[config.mk]
export PLATFORM = sky130hd
export DESIGN_NAME = cap_touch_charge_time_sensor_flat
export DESIGN_NICKNAME = d
export VERILOG_FILES = /design/src/sv/ctts_pkg.sv /design/src/sv/ctts_req_if.sv /design/src/sv/ctts_rsp_if.sv /design/src/sv/cap_touch_charge_time_sensor.sv /design/src/sv/ctts_queue.sv /design/src/sv/ctts_front.sv /design/src/sv/ctts_back.sv /design/src/flat_wrapper.sv
export SDC_FILE = /design/constraint.sdc
export NUM_CORES = 1
export LEC_CHECK = 0
export ABC_AREA = 1
export CAP_MARGIN = 10
export CORE_ASPECT_RATIO = 1.75
export CORE_UTILIZATION = 50
export DETAILED_ROUTE_END_ITERATION = 8
export DONT_BUFFER_PORTS = 1
export GPL_TIMING_DRIVEN = 0
export PLACE_DENSITY = 0.73
export REMOVE_ABC_BUFFERS = 1
export SYNTH_ARGS = -nofsm -noshare
export SYNTH_HDL_FRONTEND = slang
export SYNTH_SLANG_ARGS = --single-unit
[constraint.sdc]
create_clock -name clock -period 10 [get_ports clock]
set_clock_uncertainty 0.05 [all_clocks]
set_input_delay 1 -clock clock [delete_from_list [all_inputs] [get_ports clock]]
set_output_delay 1 -clock clock [all_outputs]
set_load 0.005 [all_outputs]
[src/sv/ctts_pkg.sv]
// Shared types, constants and helpers for the capacitive touch charge time sensor.
// No dependencies; every other file of the block refers to this package by scoped names.
`timescale 1ns / 1ps
`default_nettype none

package ctts_pkg;

   // Widths fixed by the register map and by the word fields.
   localparam int CFG_W   = 20;
   localparam int CSR_IX_W = 2;
   localparam int COUNT_W = 4;
   localparam int ID_W    = 3;
   localparam int EV_W    = 2;

   // Results per window end are bounded by the button id range.
   localparam int RESULT_LIMIT = 8;

   // Parameter defaults for the top level.
   localparam int DEF_MAX_BUTTONS = 8;
   localparam int DEF_TIME_WIDTH  = 20;

   // Register values after reset.
   localparam logic [CFG_W-1:0]   RST_PRESS_THRESHOLD = 20'd50;
   localparam logic [CFG_W-1:0]   RST_WINDOW_LENGTH   = 20'd100000;
   localparam logic [COUNT_W-1:0] RST_BUTTON_COUNT    = 4'd0;

   // Command queue between the front and the back.
   localparam int QUEUE_DEPTH = 4;
   localparam int QPTR_W      = $clog2(QUEUE_DEPTH);

   typedef enum logic [CSR_IX_W-1:0] {
      CSR_PRESS_THRESHOLD = 2'd0,
      CSR_WINDOW_LENGTH   = 2'd1,
      CSR_BUTTON_COUNT    = 2'd2
   } csr_index_type;

   typedef enum logic {
      REQ_TICK = 1'b0,
      REQ_EDGE = 1'b1
   } req_kind_type;

   typedef enum logic [EV_W-1:0] {
      EV_NONE    = 2'd0,
      EV_PRESS   = 2'd1,
      EV_HOLD    = 2'd2,
      EV_RELEASE = 2'd3
   } event_type;

   // Work the back has to carry out for one accepted word.
   typedef enum logic [1:0] {
      OP_EDGE = 2'd0,
      OP_OPEN = 2'd1,
      OP_CONT = 2'd2,
      OP_END  = 2'd3
   } op_type;

   typedef enum logic {
      BK_IDLE = 1'b0,
      BK_WALK = 1'b1
   } back_state_type;

   typedef struct packed {
      op_type          op;
      logic [ID_W-1:0] idx;
   } cmd_type;

   // Number of buttons in use: the programmed count limited by storage and id range.
   function automatic logic [COUNT_W-1:0] in_use(input logic [COUNT_W-1:0] count,
                                                 input int unsigned max_buttons);
      int unsigned lim;
      lim = (max_buttons < RESULT_LIMIT) ? max_buttons : RESULT_LIMIT;
      if (int'(count) > lim) begin
         return COUNT_W'(lim);
      end
      return count;
   endfunction

endpackage

`default_nettype wire

[src/sv/ctts_req_if.sv]
// Request channel: valid/ready handshake carrying one tick or edge word.
// Depends on ctts_pkg for field widths.
`timescale 1ns / 1ps
`default_nettype none

interface ctts_req_if;
   logic                      valid;
   logic                      ready;
   logic                      req_type;
   logic [ctts_pkg::ID_W-1:0] button_index;

   modport source (output valid, output req_type, output button_index, input ready);
   modport sink   (input valid, input req_type, input button_index, output ready);
endinterface

`default_nettype wire

[src/sv/ctts_rsp_if.sv]
// Response channel: valid/ready handshake carrying one event word.
// Depends on ctts_pkg for field widths.
`timescale 1ns / 1ps
`default_nettype none

interface ctts_rsp_if;
   logic                      valid;
   logic                      ready;
   logic                      pulse_level;
   logic [ctts_pkg::ID_W-1:0] button_id;
   logic [ctts_pkg::EV_W-1:0] event_code;
   logic                      last_of_run;

   modport source (output valid, output pulse_level, output button_id,
                   output event_code, output last_of_run, input ready);
   modport sink   (input valid, input pulse_level, input button_id,
                   input event_code, input last_of_run, output ready);
endinterface

`default_nettype wire

[src/sv/cap_touch_charge_time_sensor.sv]
// Charge time touch sensor top level. A tick word's response word passes through the
// command queue and the response register; edges give no response.
// Throughput: one word per cycle into a four-entry command queue while it is not full;
// the back handles an edge or tick directly and walks the buttons in use at a window end,
// one response word per cycle while the sink is ready, held in the single output register.
// Synchronous active-high reset restores register defaults and clears all but payload data.
`timescale 1ns / 1ps
`default_nettype none

module cap_touch_charge_time_sensor #(
   parameter int MAX_BUTTONS = ctts_pkg::DEF_MAX_BUTTONS,
   parameter int TIME_WIDTH  = ctts_pkg::DEF_TIME_WIDTH
) (
   input  wire logic                          clock,
   input  wire logic                          reset,
   ctts_req_if.sink                           req_chan,
   ctts_rsp_if.source                         rsp_chan,
   input  wire logic                          csr_wr_en,
   input  wire logic [ctts_pkg::CSR_IX_W-1:0] csr_index,
   input  wire logic [ctts_pkg::CFG_W-1:0]    csr_wr_data
);

   logic [ctts_pkg::CFG_W-1:0]   press_threshold_ff, press_threshold_in;
   logic [ctts_pkg::CFG_W-1:0]   window_length_ff, window_length_in;
   logic [ctts_pkg::COUNT_W-1:0] button_count_ff, button_count_in;

   logic                  push;
   ctts_pkg::cmd_type     push_cmd;
   logic [TIME_WIDTH-1:0] push_time;
   logic                  q_full;
   logic                  q_valid;
   ctts_pkg::cmd_type     q_cmd;
   logic [TIME_WIDTH-1:0] q_time;
   logic                  q_pop;

   // Configuration register writes.
   always_comb begin
      press_threshold_in = press_threshold_ff;
      window_length_in   = window_length_ff;
      button_count_in    = button_count_ff;
      if (csr_wr_en) begin
         case (csr_index)
            ctts_pkg::CSR_PRESS_THRESHOLD: press_threshold_in = csr_wr_data;
            ctts_pkg::CSR_WINDOW_LENGTH:   window_length_in   = csr_wr_data;
            ctts_pkg::CSR_BUTTON_COUNT:
               button_count_in = csr_wr_data[ctts_pkg::COUNT_W-1:0];
            default: press_threshold_in = press_threshold_ff;
         endcase
      end
   end

   always_ff @(posedge clock) begin
      if (reset) begin
         press_threshold_ff <= ctts_pkg::RST_PRESS_THRESHOLD;
         window_length_ff   <= ctts_pkg::RST_WINDOW_LENGTH;
         button_count_ff    <= ctts_pkg::RST_BUTTON_COUNT;
      end else begin
         press_threshold_ff <= press_threshold_in;
         window_length_ff   <= window_length_in;
         button_count_ff    <= button_count_in;
      end
   end

   ctts_front #(
      .MAX_BUTTONS (MAX_BUTTONS),
      .TIME_WIDTH  (TIME_WIDTH)
   ) u_front (
      .clock         (clock),
      .reset         (reset),
      .req_chan      (req_chan),
      .window_length (window_length_ff),
      .button_count  (button_count_ff),
      .q_full        (q_full),
      .push          (push),
      .push_cmd      (push_cmd),
      .push_time     (push_time)
   );

   ctts_queue #(
      .TIME_WIDTH (TIME_WIDTH)
   ) u_queue (
      .clock     (clock),
      .reset     (reset),
      .push      (push),
      .push_cmd  (push_cmd),
      .push_time (push_time),
      .full      (q_full),
      .pop_valid (q_valid),
      .pop_cmd   (q_cmd),
      .pop_time  (q_time),
      .pop       (q_pop)
   );

   ctts_back #(
      .MAX_BUTTONS (MAX_BUTTONS),
      .TIME_WIDTH  (TIME_WIDTH)
   ) u_back (
      .clock           (clock),
      .reset           (reset),
      .q_valid         (q_valid),
      .q_cmd           (q_cmd),
      .q_time          (q_time),
      .q_pop           (q_pop),
      .press_threshold (press_threshold_ff),
      .button_count    (button_count_ff),
      .rsp_chan        (rsp_chan)
   );

endmodule

`default_nettype wire

[src/sv/ctts_queue.sv]
// Small command queue between the front and the back of the touch sensor.
// Depends on ctts_pkg for the command type and the queue depth.
`timescale 1ns / 1ps
`default_nettype none

module ctts_queue #(
   parameter int TIME_WIDTH = ctts_pkg::DEF_TIME_WIDTH
) (
   input  wire logic                  clock,
   input  wire logic                  reset,
   input  wire logic                  push,
   input  wire ctts_pkg::cmd_type     push_cmd,
   input  wire logic [TIME_WIDTH-1:0] push_time,
   output logic                       full,
   output logic                       pop_valid,
   output ctts_pkg::cmd_type          pop_cmd,
   output logic [TIME_WIDTH-1:0]      pop_time,
   input  wire logic                  pop
);

   localparam int PW = ctts_pkg::QPTR_W;

   ctts_pkg::cmd_type     cmd_ff  [ctts_pkg::QUEUE_DEPTH];
   logic [TIME_WIDTH-1:0] time_ff [ctts_pkg::QUEUE_DEPTH];
   logic [PW-1:0]         wr_ptr_ff, wr_ptr_in;
   logic [PW-1:0]         rd_ptr_ff, rd_ptr_in;
   logic [PW:0]           count_ff, count_in;

   // Status toward both sides.
   assign full      = (count_ff == (PW+1)'(ctts_pkg::QUEUE_DEPTH));
   assign pop_valid = (count_ff != '0);
   assign pop_cmd   = cmd_ff[rd_ptr_ff];
   assign pop_time  = time_ff[rd_ptr_ff];

   // Pointer and fill count updates.
   always_comb begin
      wr_ptr_in = push ? wr_ptr_ff + PW'(1) : wr_ptr_ff;
      rd_ptr_in = pop  ? rd_ptr_ff + PW'(1) : rd_ptr_ff;
      count_in  = count_ff;
      if (push && !pop) begin
         count_in = count_ff + (PW+1)'(1);
      end else if (pop && !push) begin
         count_in = count_ff - (PW+1)'(1);
      end
   end

   always_ff @(posedge clock) begin
      if (reset) begin
         wr_ptr_ff <= '0;
         rd_ptr_ff <= '0;
         count_ff  <= '0;
      end else begin
         wr_ptr_ff <= wr_ptr_in;
         rd_ptr_ff <= rd_ptr_in;
         count_ff  <= count_in;
      end
   end

   // Entry storage; no reset needed for payload.
   always_ff @(posedge clock) begin
      if (push) begin
         cmd_ff[wr_ptr_ff]  <= push_cmd;
         time_ff[wr_ptr_ff] <= push_time;
      end
   end

endmodule

`default_nettype wire

[src/sv/ctts_front.sv]
// Front of the touch sensor: accepts request words, keeps the window timer and
// turns each word into a command for the back. Depends on ctts_pkg and ctts_req_if.
`timescale 1ns / 1ps
`default_nettype none

module ctts_front #(
   parameter int MAX_BUTTONS = ctts_pkg::DEF_MAX_BUTTONS,
   parameter int TIME_WIDTH  = ctts_pkg::DEF_TIME_WIDTH
) (
   input  wire logic                                clock,
   input  wire logic                                reset,
   ctts_req_if.sink                                 req_chan,
   input  wire logic [ctts_pkg::CFG_W-1:0]          window_length,
   input  wire logic [ctts_pkg::COUNT_W-1:0]        button_count,
   input  wire logic                                q_full,
   output logic                                     push,
   output ctts_pkg::cmd_type                        push_cmd,
   output logic [TIME_WIDTH-1:0]                    push_time
);

   localparam int CW = (TIME_WIDTH > ctts_pkg::CFG_W) ? TIME_WIDTH : ctts_pkg::CFG_W;

   logic                        measuring_ff, measuring_in;
   logic [TIME_WIDTH-1:0]       elapsed_ff, elapsed_in;
   logic                        accept;
   logic                        is_edge;
   logic [ctts_pkg::COUNT_W-1:0] n_use;
   logic [TIME_WIDTH-1:0]       elapsed_inc;
   logic                        window_done;

   assign req_chan.ready = !q_full;
   assign accept         = req_chan.valid && !q_full;
   assign is_edge        = (req_chan.req_type == ctts_pkg::REQ_EDGE);
   assign n_use          = ctts_pkg::in_use(button_count, MAX_BUTTONS);

   // Saturating elapsed count and window end compare.
   always_comb begin
      elapsed_inc = (elapsed_ff != '1) ? elapsed_ff + TIME_WIDTH'(1) : elapsed_ff;
      window_done = (CW'(elapsed_inc) >= CW'(TIME_WIDTH'(window_length)));
   end

   // Classify the word and work out the timer update.
   always_comb begin
      push_cmd.idx = req_chan.button_index;
      push_time    = elapsed_ff;
      measuring_in = measuring_ff;
      elapsed_in   = elapsed_ff;
      push         = 1'b0;
      if (is_edge) begin
         push_cmd.op = ctts_pkg::OP_EDGE;
         push        = accept &&
                       ({1'b0, req_chan.button_index} < n_use);
      end else if (!measuring_ff) begin
         push_cmd.op = ctts_pkg::OP_OPEN;
         push        = accept;
         if (accept) begin
            measuring_in = 1'b1;
            elapsed_in   = '0;
         end
      end else if (window_done) begin
         push_cmd.op = ctts_pkg::OP_END;
         push        = accept;
         if (accept) begin
            measuring_in = 1'b0;
            elapsed_in   = elapsed_inc;
         end
      end else begin
         push_cmd.op = ctts_pkg::OP_CONT;
         push        = accept;
         if (accept) begin
            elapsed_in = elapsed_inc;
         end
      end
   end

   always_ff @(posedge clock) begin
      if (reset) begin
         measuring_ff <= 1'b0;
         elapsed_ff   <= '0;
      end else begin
         measuring_ff <= measuring_in;
         elapsed_ff   <= elapsed_in;
      end
   end

endmodule

`default_nettype wire

[src/sv/ctts_back.sv]
// Back of the touch sensor: holds the stored intervals and pressed flags, carries
// out queued commands and drives the response register. Depends on ctts_pkg, ctts_rsp_if.
`timescale 1ns / 1ps
`default_nettype none

module ctts_back #(
   parameter int MAX_BUTTONS = ctts_pkg::DEF_MAX_BUTTONS,
   parameter int TIME_WIDTH  = ctts_pkg::DEF_TIME_WIDTH
) (
   input  wire logic                          clock,
   input  wire logic                          reset,
   input  wire logic                          q_valid,
   input  wire ctts_pkg::cmd_type             q_cmd,
   input  wire logic [TIME_WIDTH-1:0]         q_time,
   output logic                               q_pop,
   input  wire logic [ctts_pkg::CFG_W-1:0]    press_threshold,
   input  wire logic [ctts_pkg::COUNT_W-1:0]  button_count,
   ctts_rsp_if.source                         rsp_chan
);

   localparam int CW    = (TIME_WIDTH > ctts_pkg::CFG_W) ? TIME_WIDTH : ctts_pkg::CFG_W;
   localparam int IDX_W = (MAX_BUTTONS > 1) ? $clog2(MAX_BUTTONS) : 1;
   localparam int ID_W  = ctts_pkg::ID_W;

   ctts_pkg::back_state_type state_ff, state_in;
   logic [ID_W-1:0]          walk_ff, walk_in;
   logic [TIME_WIDTH-1:0]    interval_ff [MAX_BUTTONS];
   logic                     pressed_ff  [MAX_BUTTONS];

   logic                     rsp_valid_ff, rsp_valid_in;
   logic                     pulse_ff, pulse_in;
   logic [ID_W-1:0]          id_ff, id_in;
   ctts_pkg::event_type      ev_ff, ev_in;
   logic                     last_ff, last_in;

   logic [ctts_pkg::COUNT_W-1:0] n_use;
   logic                     out_free;
   logic                     load;
   logic [ID_W-1:0]          rd_sel;
   logic [IDX_W-1:0]         rd_idx;
   logic [TIME_WIDTH-1:0]    cur_v;
   logic                     cur_f;
   logic                     touched;
   logic                     walk_last;
   logic                     clear_all;
   logic                     wr_en;
   logic [TIME_WIDTH-1:0]    wr_data;
   logic                     flag_wr;
   logic                     flag_val;

   assign n_use    = ctts_pkg::in_use(button_count, MAX_BUTTONS);
   assign out_free = !rsp_valid_ff || rsp_chan.ready;

   // One shared entry address: the walk position during a window end, else the edge button.
   always_comb begin
      rd_sel    = (state_ff == ctts_pkg::BK_WALK) ? walk_ff : q_cmd.idx;
      rd_idx    = IDX_W'(rd_sel);
      cur_v     = interval_ff[rd_idx];
      cur_f     = pressed_ff[rd_idx];
      touched   = (CW'(cur_v) > CW'(press_threshold)) || (cur_v == '0);
      walk_last = (({1'b0, walk_ff} + ctts_pkg::COUNT_W'(1)) == n_use);
   end

   // Next state.
   always_comb begin
      state_in = state_ff;
      case (state_ff)
         ctts_pkg::BK_IDLE: begin
            if (q_valid && (q_cmd.op == ctts_pkg::OP_END) && (n_use != '0)) begin
               state_in = ctts_pkg::BK_WALK;
            end
         end
         ctts_pkg::BK_WALK: begin
            if (out_free && walk_last) begin
               state_in = ctts_pkg::BK_IDLE;
            end
         end
         default: state_in = ctts_pkg::BK_IDLE;
      endcase
   end

   // Command execution and response loading.
   always_comb begin
      q_pop     = 1'b0;
      load      = 1'b0;
      pulse_in  = pulse_ff;
      id_in     = id_ff;
      ev_in     = ev_ff;
      last_in   = last_ff;
      walk_in   = walk_ff;
      clear_all = 1'b0;
      wr_en     = 1'b0;
      wr_data   = '0;
      flag_wr   = 1'b0;
      flag_val  = 1'b0;
      case (state_ff)
         ctts_pkg::BK_IDLE: begin
            if (q_valid) begin
               case (q_cmd.op)
                  ctts_pkg::OP_EDGE: begin
                     // Only an edge that finds the stored interval still zero is kept.
                     q_pop = 1'b1;
                     if (cur_v == '0) begin
                        wr_en   = 1'b1;
                        wr_data = q_time;
                     end
                  end
                  ctts_pkg::OP_OPEN: begin
                     if (out_free) begin
                        q_pop     = 1'b1;
                        clear_all = 1'b1;
                        load      = 1'b1;
                        pulse_in  = 1'b1;
                        id_in     = '0;
                        ev_in     = ctts_pkg::EV_NONE;
                        last_in   = 1'b1;
                     end
                  end
                  ctts_pkg::OP_CONT: begin
                     if (out_free) begin
                        q_pop    = 1'b1;
                        load     = 1'b1;
                        pulse_in = 1'b1;
                        id_in    = '0;
                        ev_in    = ctts_pkg::EV_NONE;
                        last_in  = 1'b1;
                     end
                  end
                  ctts_pkg::OP_END: begin
                     if (n_use == '0) begin
                        // No buttons in use: a single closing word.
                        if (out_free) begin
                           q_pop    = 1'b1;
                           load     = 1'b1;
                           pulse_in = 1'b0;
                           id_in    = '0;
                           ev_in    = ctts_pkg::EV_NONE;
                           last_in  = 1'b1;
                        end
                     end else begin
                        q_pop   = 1'b1;
                        walk_in = '0;
                     end
                  end
                  default: q_pop = 1'b0;
               endcase
            end
         end
         ctts_pkg::BK_WALK: begin
            // Classify one button per free output slot.
            if (out_free) begin
               load     = 1'b1;
               pulse_in = 1'b0;
               id_in    = walk_ff;
               last_in  = walk_last;
               walk_in  = walk_ff + ID_W'(1);
               flag_wr  = 1'b1;
               if (touched) begin
                  if (cur_f) begin
                     ev_in    = ctts_pkg::EV_HOLD;
                     flag_val = 1'b1;
                  end else begin
                     ev_in    = ctts_pkg::EV_PRESS;
                     flag_val = 1'b1;
                     wr_en    = 1'b1;
                  end
               end else begin
                  ev_in    = cur_f ? ctts_pkg::EV_RELEASE : ctts_pkg::EV_NONE;
                  flag_val = 1'b0;
                  wr_en    = 1'b1;
               end
            end
         end
         default: q_pop = 1'b0;
      endcase
   end

   // Response register holds a word until the sink takes it.
   always_comb begin
      rsp_valid_in = rsp_valid_ff;
      if (load) begin
         rsp_valid_in = 1'b1;
      end else if (rsp_chan.ready) begin
         rsp_valid_in = 1'b0;
      end
   end

   assign rsp_chan.valid       = rsp_valid_ff;
   assign rsp_chan.pulse_level = pulse_ff;
   assign rsp_chan.button_id   = id_ff;
   assign rsp_chan.event_code  = ev_ff;
   assign rsp_chan.last_of_run = last_ff;

   always_ff @(posedge clock) begin
      if (reset) begin
         state_ff     <= ctts_pkg::BK_IDLE;
         walk_ff      <= '0;
         rsp_valid_ff <= 1'b0;
      end else begin
         state_ff     <= state_in;
         walk_ff      <= walk_in;
         rsp_valid_ff <= rsp_valid_in;
      end
   end

   always_ff @(posedge clock) begin
      if (load) begin
         pulse_ff <= pulse_in;
         id_ff    <= id_in;
         ev_ff    <= ev_in;
         last_ff  <= last_in;
      end
   end

   // Per-button interval and pressed flag storage.
   always_ff @(posedge clock) begin
      for (int i = 0; i < MAX_BUTTONS; i++) begin
         if (reset) begin
            interval_ff[i] <= '0;
            pressed_ff[i]  <= 1'b0;
         end else begin
            if (clear_all && (i < int'(n_use))) begin
               interval_ff[i] <= '0;
            end else if (wr_en && (rd_idx == IDX_W'(i))) begin
               interval_ff[i] <= wr_data;
            end
            if (flag_wr && (rd_idx == IDX_W'(i))) begin
               pressed_ff[i] <= flag_val;
            end
         end
      end
   end

endmodule

`default_nettype wire

[src/flat_wrapper.sv]
// flat-port wrapper written by rule: the top's interface ports become plain ports
module cap_touch_charge_time_sensor_flat 
#(
   parameter int MAX_BUTTONS = ctts_pkg::DEF_MAX_BUTTONS,
   parameter int TIME_WIDTH  = ctts_pkg::DEF_TIME_WIDTH
)
  (clock, reset, csr_wr_en, csr_index, csr_wr_data, req_chan_valid, req_chan_req_type, req_chan_button_index, req_chan_ready, rsp_chan_valid, rsp_chan_pulse_level, rsp_chan_button_id, rsp_chan_event_code, rsp_chan_last_of_run, rsp_chan_ready);
  ctts_req_if req_chan_i ();
  ctts_rsp_if rsp_chan_i ();
  input  wire logic clock;
  input  wire logic reset;
  input  wire logic csr_wr_en;
  input  wire logic [ctts_pkg::CSR_IX_W-1:0] csr_index;
  input  wire logic [ctts_pkg::CFG_W-1:0] csr_wr_data;
  input wire logic [$bits(req_chan_i.valid)-1:0] req_chan_valid;
  input wire logic [$bits(req_chan_i.req_type)-1:0] req_chan_req_type;
  input wire logic [$bits(req_chan_i.button_index)-1:0] req_chan_button_index;
  output wire logic [$bits(req_chan_i.ready)-1:0] req_chan_ready;
  output wire logic [$bits(rsp_chan_i.valid)-1:0] rsp_chan_valid;
  output wire logic [$bits(rsp_chan_i.pulse_level)-1:0] rsp_chan_pulse_level;
  output wire logic [$bits(rsp_chan_i.button_id)-1:0] rsp_chan_button_id;
  output wire logic [$bits(rsp_chan_i.event_code)-1:0] rsp_chan_event_code;
  output wire logic [$bits(rsp_chan_i.last_of_run)-1:0] rsp_chan_last_of_run;
  input wire logic [$bits(rsp_chan_i.ready)-1:0] rsp_chan_ready;
  assign req_chan_i.valid = req_chan_valid;
  assign req_chan_i.req_type = req_chan_req_type;
  assign req_chan_i.button_index = req_chan_button_index;
  assign req_chan_ready = req_chan_i.ready;
  assign rsp_chan_valid = rsp_chan_i.valid;
  assign rsp_chan_pulse_level = rsp_chan_i.pulse_level;
  assign rsp_chan_button_id = rsp_chan_i.button_id;
  assign rsp_chan_event_code = rsp_chan_i.event_code;
  assign rsp_chan_last_of_run = rsp_chan_i.last_of_run;
  assign rsp_chan_i.ready = rsp_chan_ready;
  cap_touch_charge_time_sensor #(.MAX_BUTTONS(MAX_BUTTONS), .TIME_WIDTH(TIME_WIDTH)) u_core (.clock(clock), .reset(reset), .req_chan(req_chan_i), .rsp_chan(rsp_chan_i), .csr_wr_en(csr_wr_en), .csr_index(csr_index), .csr_wr_data(csr_wr_data));
endmodule
==> results.json, run 1 <==
{
  "status": "complete, no violations",
  "timing.fmax_mhz": 133,
  "drcViolationCount": 0,
  "clock-sinks": 354,
  "firstDrtPassIters": 6,
  "numCtsBuffers": 34,
  "areaGrowthSynthToFinish_pct": 8.39,
  "wl_um": 45000,
  "cts_tree": "done",
  "n_fill_cell": 3015,
  "p_per_area_mw_per_mm2": 271,
  "post-cts-setup-buffers": 0,
  "endpoint": "u_core.u_back.interval_ff[7][16]",
  "worst-path-stages": 23,
  "final.period_utilization_pct": 75.4,
  "maxCapViolations": 0,
  "holdPathStages": 2,
  "path_common_cell": "nand2_1",
  "io_buffers": 0,
  "ios": 40,
  "final_max_slew_viol_count": 0,
  "cp-start-kind": "flip-flop",
  "grt_pass1_wl_um": 69400,
  "fp.dieW_um": 144,
  "antenna_cells": 0,
  "gp_congestion": 0.931,
  "ys_async_sr_fraction_pct": 0,
  "num_vias": 12900,
  "netlist_instances": 1856,
  "p_comb_share_pct": 38.7,
  "power_leakage_nw": 7.60,
  "hp-class": "reg -> reg",
  "synth-seq-cells": 354,
  "cp_cell_sequence": "inv_2 -> nand2_1 -> nand3_2 -> nand3_4 -> nand2_4 -> nand2_4 -> nor2_1 -> nor2_1 -> nand3_1 -> nand2_1 -> ha_1 -> nand2_1 -> inv_1 -> a221oi_1 -> o2111ai_1 -> o31ai_1 -> nand2_1 -> ha_1 -> inv_1 -> nand2_1 -> nand2_1 -> nand2_1 -> nand2_1",
  "cts.repair.resized": 0,
  "synth_top_cell_by_area": "edfxtp_1",
  "avgSynthCellArea_um2": 9.44,
  "final_common_cell": "nand2_1",
  "ant_nets": 0,
  "start_util_pct": 50.9,
  "coreArea_mm2": 0.0345,
  "cp.required_ps": 10080,
  "cp_data_arrival_time_ps": 7620,
  "worst_r2r_endpoint": "u_core.u_back.interval_ff[7][16]",
  "max_stage_delay_ps": 940,
  "synth.distinct_cells": 50,
  "drt_iter0_markers": 1047,
  "tightestPinTransition_ps": 1360,
  "place_hpwl_um": 30700,
  "drive_gt1_share_pct": 10.6,
  "rsz0062_at_grt": "no",
  "pwr-share-seq_pct": 34.9,
  "p_sw_w": 0.00211,
  "synth_top_area_share_pct": 47.1,
  "cts_max_path_buffers": 3,
  "final_cell_mix": "390 x nand2_1, 275 x edfxtp_1, 268 x nor2_1, 185 x inv_1, 109 x o21ai_0",
  "p_sw_share_pct": 41.0,
  "power.share.clock_pct": 26.5,
  "die_h_um": 250,
  "critPathMaxFanout": 51,
  "synthFlopType": "edfxtp_1",
  "num_rows": 90,
  "hold_violations": 0,
  "track_usage_pct": 26.0,
  "synth_warnings": 0,
  "wl_per_cell_um": 19.6,
  "maxSlewHeadroom_pct": 8.90,
  "criticalPathCategory": "reg -> reg",
  "synthTopCellsByArea": "edfxtp_1 47%, dfxtp_1 9.0%, nand2_1 8.4%, nor2_1 5.9%, inv_1 4.0%",
  "finalPower_w": 0.00515,
  "clk_latency_ps": 530,
  "r2r_slack_ps": 2460,
  "grt_overflow": 0,
  "synth-seq-area-share_pct": 56.1,
  "cp_top_family": "simple AND/OR/NAND/NOR gates",
  "synth_edf_count": 275,
  "fin_setup_tns_ps": 0,
  "path_clk_slew_ps": 70,
  "p_int_w": 0.00304,
  "final_nets": 1901,
  "design.die.area_mm2": 0.0358,
  "antenna_found_initial": 0,
  "endpoint_kind": "flip-flop",
  "grt_max_degree": 68,
  "r2r_cells": 23,
  "slowest_stage": "dfxtp_2",
  "critPathBufInv": 3,
  "netlist_area_mm2": 0.0175,
  "detail_route.vias_per_cell": 5.60,
  "htree_num_levels": 2,
  "post-route-min-period_ps": 7540,
  "setup_viol": 0,
  "grt_pass1_vias": 12900,
  "postCtsHoldBufs": 0,
  "worst_ir_drop_vdd_mv": 0.140,
  "clockRootBuffer": "clkbuf_16"
}
## power groups by stage
stage               combinational, W  sequential, W  clock, W
global route                 0.00221        0.00181   0.00142
global placement             0.00185        0.00182         0
CTS                          0.00198        0.00179   0.00137
finish                       0.00199        0.00179   0.00136
floorplan                    0.00129        0.00180         0
detailed placement           0.00196        0.00183         0
## through the flow
step           cell area (um^2)  hold WS, ps  instances  util, %  worst slack, ps
2_1_floorplan             17000          385       1772        -             4110
3_3_place_gp              17600          396       2232     51.1              371
3_5_place_dp              17800          406       2238     51.7             2730
4_1_cts                   19000          415       2300     55.1             2680
5_1_grt                   19000          435       2301     55.1             1930
6_report                  19000          414       2301     55.1             2460
## kinds of logic after synthesis
logic type      count (synthesis)  share of synthesized area, %
simple gates                  887                          23.9
xor+xnor                       14                         0.700
compound gates                270                          8.39
buf+inv                       275                          6.81
mux                             1                        0.0571
fa+ha+maj                      55                          3.97
flops                         354                          56.1
## final cells by class
cell class	instances	area (um^2)	area share, %
Sequential cell	354	9840	51.8
Timing Repair Buffer	7	153	0.804
Tap cell	460	576	3.03
Clock buffer	42	955	5.03
Multi-Input combinational cell	1227	6540	34.4
Clock inverter	20	215	1.13
Inverter	191	717	3.77
## cell usage after synthesis (5+ instances only)
master,n
nand2_1,390
edfxtp_1,275
nor2_1,275
inv_1,186
o21ai_0,109
a21oi_1,93
nor2_2,84
dfxtp_1,79
nand3_1,55
ha_1,54
clkbuf_1,47
nand3b_1,20
nand4_4,20
o22ai_1,20
o21ai_1,19
buf_2,17
nand4_1,13
nor3_1,12
o211ai_1,11
buf_6,7
xnor2_1,7
xor2_1,7
buf_4,6
nand2_4,5
## worst min-delay path: stages, from the launching register on
cell     delay [ps]
dfxtp_1         300
inv_1            60
a21oi_1          60
## sequential cells by signal, summed over array words and instances, names as in the netlist, 2 cells and up, named ones only
signal                             count
u_core.u_back.walk_ff                  3
u_core.u_back.interval_ff            160
u_core.u_front.push_time              20
u_core.u_queue.time_ff                80
u_core.u_queue.wr_ptr_ff               2
u_core.u_back.rsp_chan.event_code      2
u_core.u_queue.count_ff                3
u_core.u_queue.rd_ptr_ff               2
u_core.window_length_ff               20
u_core.button_count_ff                 4
u_core.press_threshold_ff             20
u_core.u_back.pressed_ff               8
u_core.u_back.rsp_chan.button_id       3
u_core.u_queue.cmd_ff                 20
## how the worst min path moves through the flow
stage | end | start
finish | u_core.window_length_ff[12] | u_core.window_length_ff[12]
floorplan | u_core.press_threshold_ff[10] | u_core.press_threshold_ff[10]
global placement | u_core.window_length_ff[17] | u_core.window_length_ff[17]
global route | u_core.window_length_ff[14] | u_core.window_length_ff[14]
detailed placement | u_core.window_length_ff[12] | u_core.window_length_ff[12]
CTS | u_core.window_length_ff[12] | u_core.window_length_ff[12]
## routing by layer
metal	track usage (%)	share of wire, %
met5	0	0
met4	20.6	8.6
met3	3.86	5.5
met2	46.7	52
met1	26.2	33
Note: power is estimated with default switching activity, not from simulation.
==> inputs of run 2 (changes only) <==
--- a/config.mk
+++ b/config.mk
@@ -12,7 +12,7 @@
 export DETAILED_ROUTE_END_ITERATION = 8
 export DONT_BUFFER_PORTS = 1
 export GPL_TIMING_DRIVEN = 0
-export PLACE_DENSITY = 0.73
+export PLACE_DENSITY = 0.76
 export REMOVE_ABC_BUFFERS = 1
 export SYNTH_ARGS = -nofsm -noshare
 export SYNTH_HDL_FRONTEND = slang
==> constraint.sdc (replaced) <==
create_clock -name clock -period 6.5 [get_ports clock]
set_clock_uncertainty 0.05 [all_clocks]
set_input_delay 0.65 -clock clock [delete_from_list [all_inputs] [get_ports clock]]
set_output_delay 0.65 -clock clock [all_outputs]
set_load 0.005 [all_outputs]
==> run 2 against run 1 <==
  * Non-clock buffer count is 1 lower
  * Die area did not move
  * Design area decreased by 0.53%
  * First-iteration DRC count up 15%
  * Via count up 0.29%
  * Setup slack got worse by 2100 ps
  * Critical path type unchanged
  * Critical endpoint is now u_core.u_back.interval_ff[2][19]
==> results.json, run 2 (synthesis gave the netlist of run 1 again) <==
{
  "largest_register_ffs": 160,
  "cts_max_path_buffers": 3,
  "cts_tree": "done",
  "dp_cells": 2237,
  "fp.dieW_um": 144,
  "maxCapViolations": 0,
  "detail_route.vias_per_cell": 5.62,
  "critPathBufInv": 4,
  "tightestPinTransition_ps": 1340,
  "design.die.area_mm2": 0.0358,
  "grt_pass1_wl_um": 67900,
  "p_per_area_mw_per_mm2": 408,
  "power_leakage_nw": 7.55,
  "wl_um": 45200,
  "areaGrowthSynthToFinish_pct": 7.81,
  "clock-sinks": 354,
  "criticalPathCategory": "reg -> reg",
  "ant_nets": 0,
  "critPathMaxFanout": 50,
  "clk_latency_ps": 590,
  "fin_ws_ps": 328,
  "die_h_um": 250,
  "regArea_mm2": 0.00985,
  "r2r_cells": 23,
  "ios": 40,
  "final_common_cell": "nand2_1",
  "place_ws_ps": -668,
  "slowest_stage": "dfxtp_2",
  "grt_pass1_vias": 12500,
  "cp_cell_sequence": "inv_2 -> nand3_2 -> nand3_4 -> nand2_8 -> nand2_4 -> inv_1 -> nand2_1 -> nand4_1 -> nand2_1 -> ha_1 -> nand2_1 -> inv_1 -> nand3_1 -> nor2_1 -> nand3_1 -> o31ai_1 -> nand2_1 -> ha_1 -> inv_1 -> nand2_1 -> nand2_1 -> nand2_1 -> nand2_2",
  "n_fill_cell": 2928,
  "start_util_pct": 50.9,
  "path_common_cell": "nand2_1",
  "maxSlewHeadroom_pct": 10.7,
  "firstDrtPassIters": 6,
  "status": "complete, no violations",
  "num_vias": 12900,
  "io_buffers": 0,
  "final_max_slew_viol_count": 0,
  "post-route-min-period_ps": 6170,
  "antenna_cells": 0,
  "worst_ir_drop_vdd_mv": 0.286,
  "hp-class": "in -> reg",
  "final_cells": 2297,
  "gp_congestion": 0.906,
  "track_usage_pct": 25.4,
  "final_nets": 1899,
  "antenna_found_initial": 0,
  "r2r_slack_ps": 330,
  "path_clk_slew_ps": 70,
  "rsz0062_at_grt": "no",
  "cp_top_family": "simple AND/OR/NAND/NOR gates",
  "min-delay-start": "reset",
  "timing.fmax_mhz": 162,
  "final_cell_mix": "382 x nand2_1, 275 x edfxtp_1, 269 x nor2_1, 187 x inv_1, 109 x o21ai_0",
  "num_rows": 90,
  "reg_top3": "u_core.u_back.interval_ff: 160 flops, u_core.u_queue.time_ff: 80 flops",
  "final.period_utilization_pct": 95.0,
  "cp.required_ps": 6660,
  "place_hpwl_um": 29800,
  "cp-start-kind": "flip-flop",
  "drive_gt1_share_pct": 11.0,
  "largest-register": "u_core.u_back.interval_ff",
  "multi_input_area_mm2": 0.00661,
  "hold_violations": 0,
  "worst-path-stages": 23,
  "htree_num_levels": 1,
  "cp_data_arrival_time_ps": 6340,
  "drt_iter0_markers": 1199,
  "endpoint_kind": "flip-flop",
  "drcViolationCount": 0,
  "wl_per_cell_um": 19.7,
  "clockRootBuffer": "clkbuf_16",
  "coreArea_mm2": 0.0345,
  "numCtsBuffers": 31,
  "grt_overflow": 0,
  "holdPathStages": 1,
  "setup_viol": 0,
  "post-cts-setup-buffers": 0,
  "max_stage_delay_ps": 650,
  "grt_max_degree": 68
}
==> run 2: cell types whose count changed in the layout (fill, tap and decap cells not counted), sizes merged <==
cell,previous run,this run
o21ai,130,132
clkinvlp,4,2
clkinv,11,16
clkbuf,42,35
buf,7,6
inv,192,194
bufinv,4,1
==> run 2: timing repair <==
item	in CTS	in global routing
setup endpoints to repair	160	160
endpoints found under the hold margin	0	0
hold buffers	0	0
gates resized for setup	11	9
gates cloned	0	2
pin swaps	0	2
==> run 2: stage by stage <==
step                hold slack, ps  setup TNS [ps]  util [%]  instance area (um^2)  total power, W
floorplan                      385               0         -                 17000         0.00476
global placement               395         -716080      51.1                 17600         0.00564
detailed placement             404          -91740      51.6                 17800         0.00581
CTS                           66.5               0      54.6                 18800         0.00761
global route                  70.8               0      54.8                 18900         0.00810
finish                        78.4               0      54.8                 18900         0.00771
==> run 2: area by class of cell <==
| type | instances | area share, % |
|---|---|---|
| flip-flops and latches | 354 | 52.1 |
| multi-input cells | 1229 | 35.0 |
| clock buffers | 35 | 4.52 |
| inverters | 191 | 3.82 |
| well taps | 460 | 3.05 |
| clock inverters | 22 | 0.815 |
| repair buffers | 6 | 0.682 |
==> run 2: final timing paths <==
kind                                      end
min               u_core.u_front.push_time[8]
min reg2reg       u_core.window_length_ff[19]
max          u_core.u_back.interval_ff[2][19]
max reg2reg  u_core.u_back.interval_ff[2][19]
==> run 2: power by group <==
group          internal (W)  switching (W)  total (W)
Sequential          0.00264       0.000125    0.00276
Clock              0.000989       0.000856    0.00185
Combinational      0.000829        0.00228    0.00310
==> run 2: per-layer routing <==
| layer | GRT usage [%] | vias to the layer above | routed length [um] |
|---|---|---|---|
| met5 | 0 | - | 0 |
| met4 | 18.4 | 0 | 3530 |
| met3 | 3.03 | 170 | 2760 |
| met2 | 46.2 | 544 | 23500 |
| met1 | 26.3 | 6125 | 15400 |
| li1 | - | 6079 | - |
==> inputs of run 3 (changes only) <==
--- a/config.mk
+++ b/config.mk
@@ -6,13 +6,13 @@
 export NUM_CORES = 1
 export LEC_CHECK = 0
 export ABC_AREA = 1
+export BUFFER_PORTS_ARGS = -buffer_cell sky130_fd_sc_hd__buf_2
 export CAP_MARGIN = 10
 export CORE_ASPECT_RATIO = 1.75
 export CORE_UTILIZATION = 50
 export DETAILED_ROUTE_END_ITERATION = 8
-export DONT_BUFFER_PORTS = 1
 export GPL_TIMING_DRIVEN = 0
-export PLACE_DENSITY = 0.76
+export PLACE_DENSITY = 0.77
 export REMOVE_ABC_BUFFERS = 1
 export SYNTH_ARGS = -nofsm -noshare
 export SYNTH_HDL_FRONTEND = slang
==> run 3 against run 2 <==
  * Hold slack better by 170 ps
  * Global-route usage down 0.18 points
  * First-iteration DRC count is 6.8% higher
  * Critical path type unchanged
==> results.json, run 3 (synthesis gave the netlist of run 1 again) <==
{
  "rsz0062_at_grt": "no",
  "fin_area_mm2": 0.0192,
  "maxSlewHeadroom_pct": 10.8,
  "start_util_pct": 50.9,
  "cp-start-kind": "flip-flop",
  "worst_ir_drop_vdd_mv": 0.240,
  "r2r_cells": 23,
  "clockRootBuffer": "clkbuf_16",
  "coreArea_mm2": 0.0345,
  "num_vias": 13100,
  "design.die.area_mm2": 0.0358,
  "postCtsHoldBufs": 0,
  "drt_iter0_markers": 1281,
  "min-delay-start": "req_chan_button_index[2]",
  "final_nets": 1937,
  "grt_max_degree": 68,
  "cts_max_path_buffers": 3,
  "cts_tree": "done",
  "power_leakage_nw": 7.73,
  "antenna_found_initial": 1,
  "htree_num_levels": 1,
  "clock-sinks": 354,
  "final_cells": 2335,
  "gp_congestion": 0.909,
  "fin_ws_ps": 91.5,
  "r2r_slack_ps": 90,
  "drive_gt1_share_pct": 12.9,
  "post-route-min-period_ps": 6410,
  "pwr-share-seq_pct": 34.8,
  "final_common_cell": "nand2_1",
  "p_sw_w": 0.00325,
  "cp.required_ps": 6660,
  "hold-worst-slack_ps": 250,
  "p_sw_share_pct": 41.0,
  "p_comb_share_pct": 39.4,
  "tightestPinTransition_ps": 1340,
  "dp_cells": 2275,
  "place_ws_ps": -753,
  "reg_top3": "u_core.u_back.interval_ff: 160 flops, u_core.u_queue.time_ff: 80 flops",
  "die_h_um": 250,
  "final_cell_mix": "382 x nand2_1, 275 x edfxtp_1, 269 x nor2_1, 185 x inv_1, 109 x o21ai_0",
  "worst_r2r_endpoint": "u_core.u_back.interval_ff[0][18]",
  "wl_um": 45000,
  "post_dp_cell_area_mm2": 0.0179,
  "final.period_utilization_pct": 98.6,
  "finalPower_w": 0.00793,
  "setup_viol": 0,
  "wl_per_cell_um": 19.3,
  "timing.fmax_mhz": 156,
  "place_hpwl_um": 29500,
  "grt_overflow": 0,
  "endpoint": "u_core.u_back.interval_ff[0][18]",
  "ant_nets": 0,
  "hp-class": "in -> reg",
  "areaGrowthSynthToFinish_pct": 9.54,
  "status": "complete, no violations",
  "cp-startpoint": "u_core.u_back.state_ff",
  "hold_violations": 0,
  "firstDrtPassIters": 6,
  "fp.dieW_um": 144,
  "drcViolationCount": 0,
  "endpoint_kind": "flip-flop",
  "cp_data_arrival_time_ps": 6570,
  "criticalPathCategory": "reg -> reg",
  "critPathMaxFanout": 50,
  "largest_register_ffs": 160,
  "antenna_cells": 0,
  "grt_pass1_vias": 12600,
  "maxCapViolations": 0,
  "track_usage_pct": 25.2,
  "p_int_w": 0.00468,
  "numCtsBuffers": 30,
  "grt_pass1_wl_um": 67700,
  "p_per_area_mw_per_mm2": 413,
  "clk_latency_ps": 590,
  "path_clk_slew_ps": 70,
  "detail_route.vias_per_cell": 5.60,
  "regToRegStartpoint": "u_core.u_back.state_ff",
  "ios": 40,
  "largest-register": "u_core.u_back.interval_ff",
  "io_buffers": 39,
  "power.share.clock_pct": 25.9,
  "num_rows": 90,
  "final_max_slew_viol_count": 0
}
-- run 3: cell count changes in the layout (fill, tap and decap cells not counted), moves of 2 or more --
| cell | change |
|---|---|
| nand2_2 | +2 |
| nand2_4 | -2 |
| bufinv_16 | +7 |
| buf_2 | +39 |
| clkinv_2 | -4 |
| clkinvlp_4 | +3 |
| clkinv_1 | -2 |
| inv_1 | -2 |
| clkbuf_16 | -3 |
-- run 3: per-layer routing --
| metal | wire length (um) | GRT usage [%] |
|---|---|---|
| met5 | 15 | 0 |
| met4 | 3240 | 18.0 |
| met3 | 2530 | 2.69 |
| met2 | 23500 | 45.0 |
| met1 | 15700 | 27.3 |
-- run 3: final cells by class --
cell class | instances | area [um^2]
multi-input cells | 1229 | 6600
repair buffers | 45 | 325
inverters | 191 | 719
well taps | 460 | 576
clock inverters | 23 | 345
fillers | 2922 | 15300
clock buffers | 33 | 783
flip-flops and latches | 354 | 9840
-- run 3: power by group through the flow --
stage / logic (W) / clock network [W] / registers (W)
4_1_cts: 0.00303 / 0.00205 / 0.00275
6_report: 0.00312 / 0.00205 / 0.00276
3_5_place_dp: 0.00300 / 0 / 0.00280
5_1_grt: 0.00344 / 0.00214 / 0.00277
2_1_floorplan: 0.00199 / 0 / 0.00276
3_3_place_gp: 0.00286 / 0 / 0.00280
-- run 3: repair_timing --
item,CTS,global route
setup buffers,0,0
hold endpoints to repair,0,0
gates cloned,0,2
setup endpoints to repair,160,160
pin swaps,0,2
gates resized for setup,11,5
-- run 3: how the worst min path moves through the flow --
stage,end,cells past startpoint
CTS,u_core.u_queue.cmd_ff[3][2],1
floorplan,u_core.press_threshold_ff[10],2
detailed placement,u_core.window_length_ff[17],2
global route,u_core.u_queue.cmd_ff[2][2],1
global placement,u_core.window_length_ff[14],2
finish,u_core.u_queue.cmd_ff[2][2],1
-- run 3: metrics by stage --
stage	utilization (%)	setup TNS, ps
floorplan	-	0
global placement	51.7	-679780
detailed placement	52.1	-108980
CTS	55.4	0
global route	55.7	0
finish	55.7	0
-- run 3: critical path, cell delays in order, from the launching register on --
cell,delay [ps]
dfxtp_1,840
inv_2,320
or2_1,490
buf_16,250
nand2_8,310
nand2_4,260
nor2_1,170
nor2_1,60
nand3_1,60
nand2_1,170
ha_1,350
nand2_1,50
inv_1,80
nand3_1,90
nor2_1,370
nand3_1,200
o31ai_1,520
nand2_1,150
ha_1,210
inv_1,60
nand2_1,50
nand2_1,260
nand2_1,110
nand2_2,490
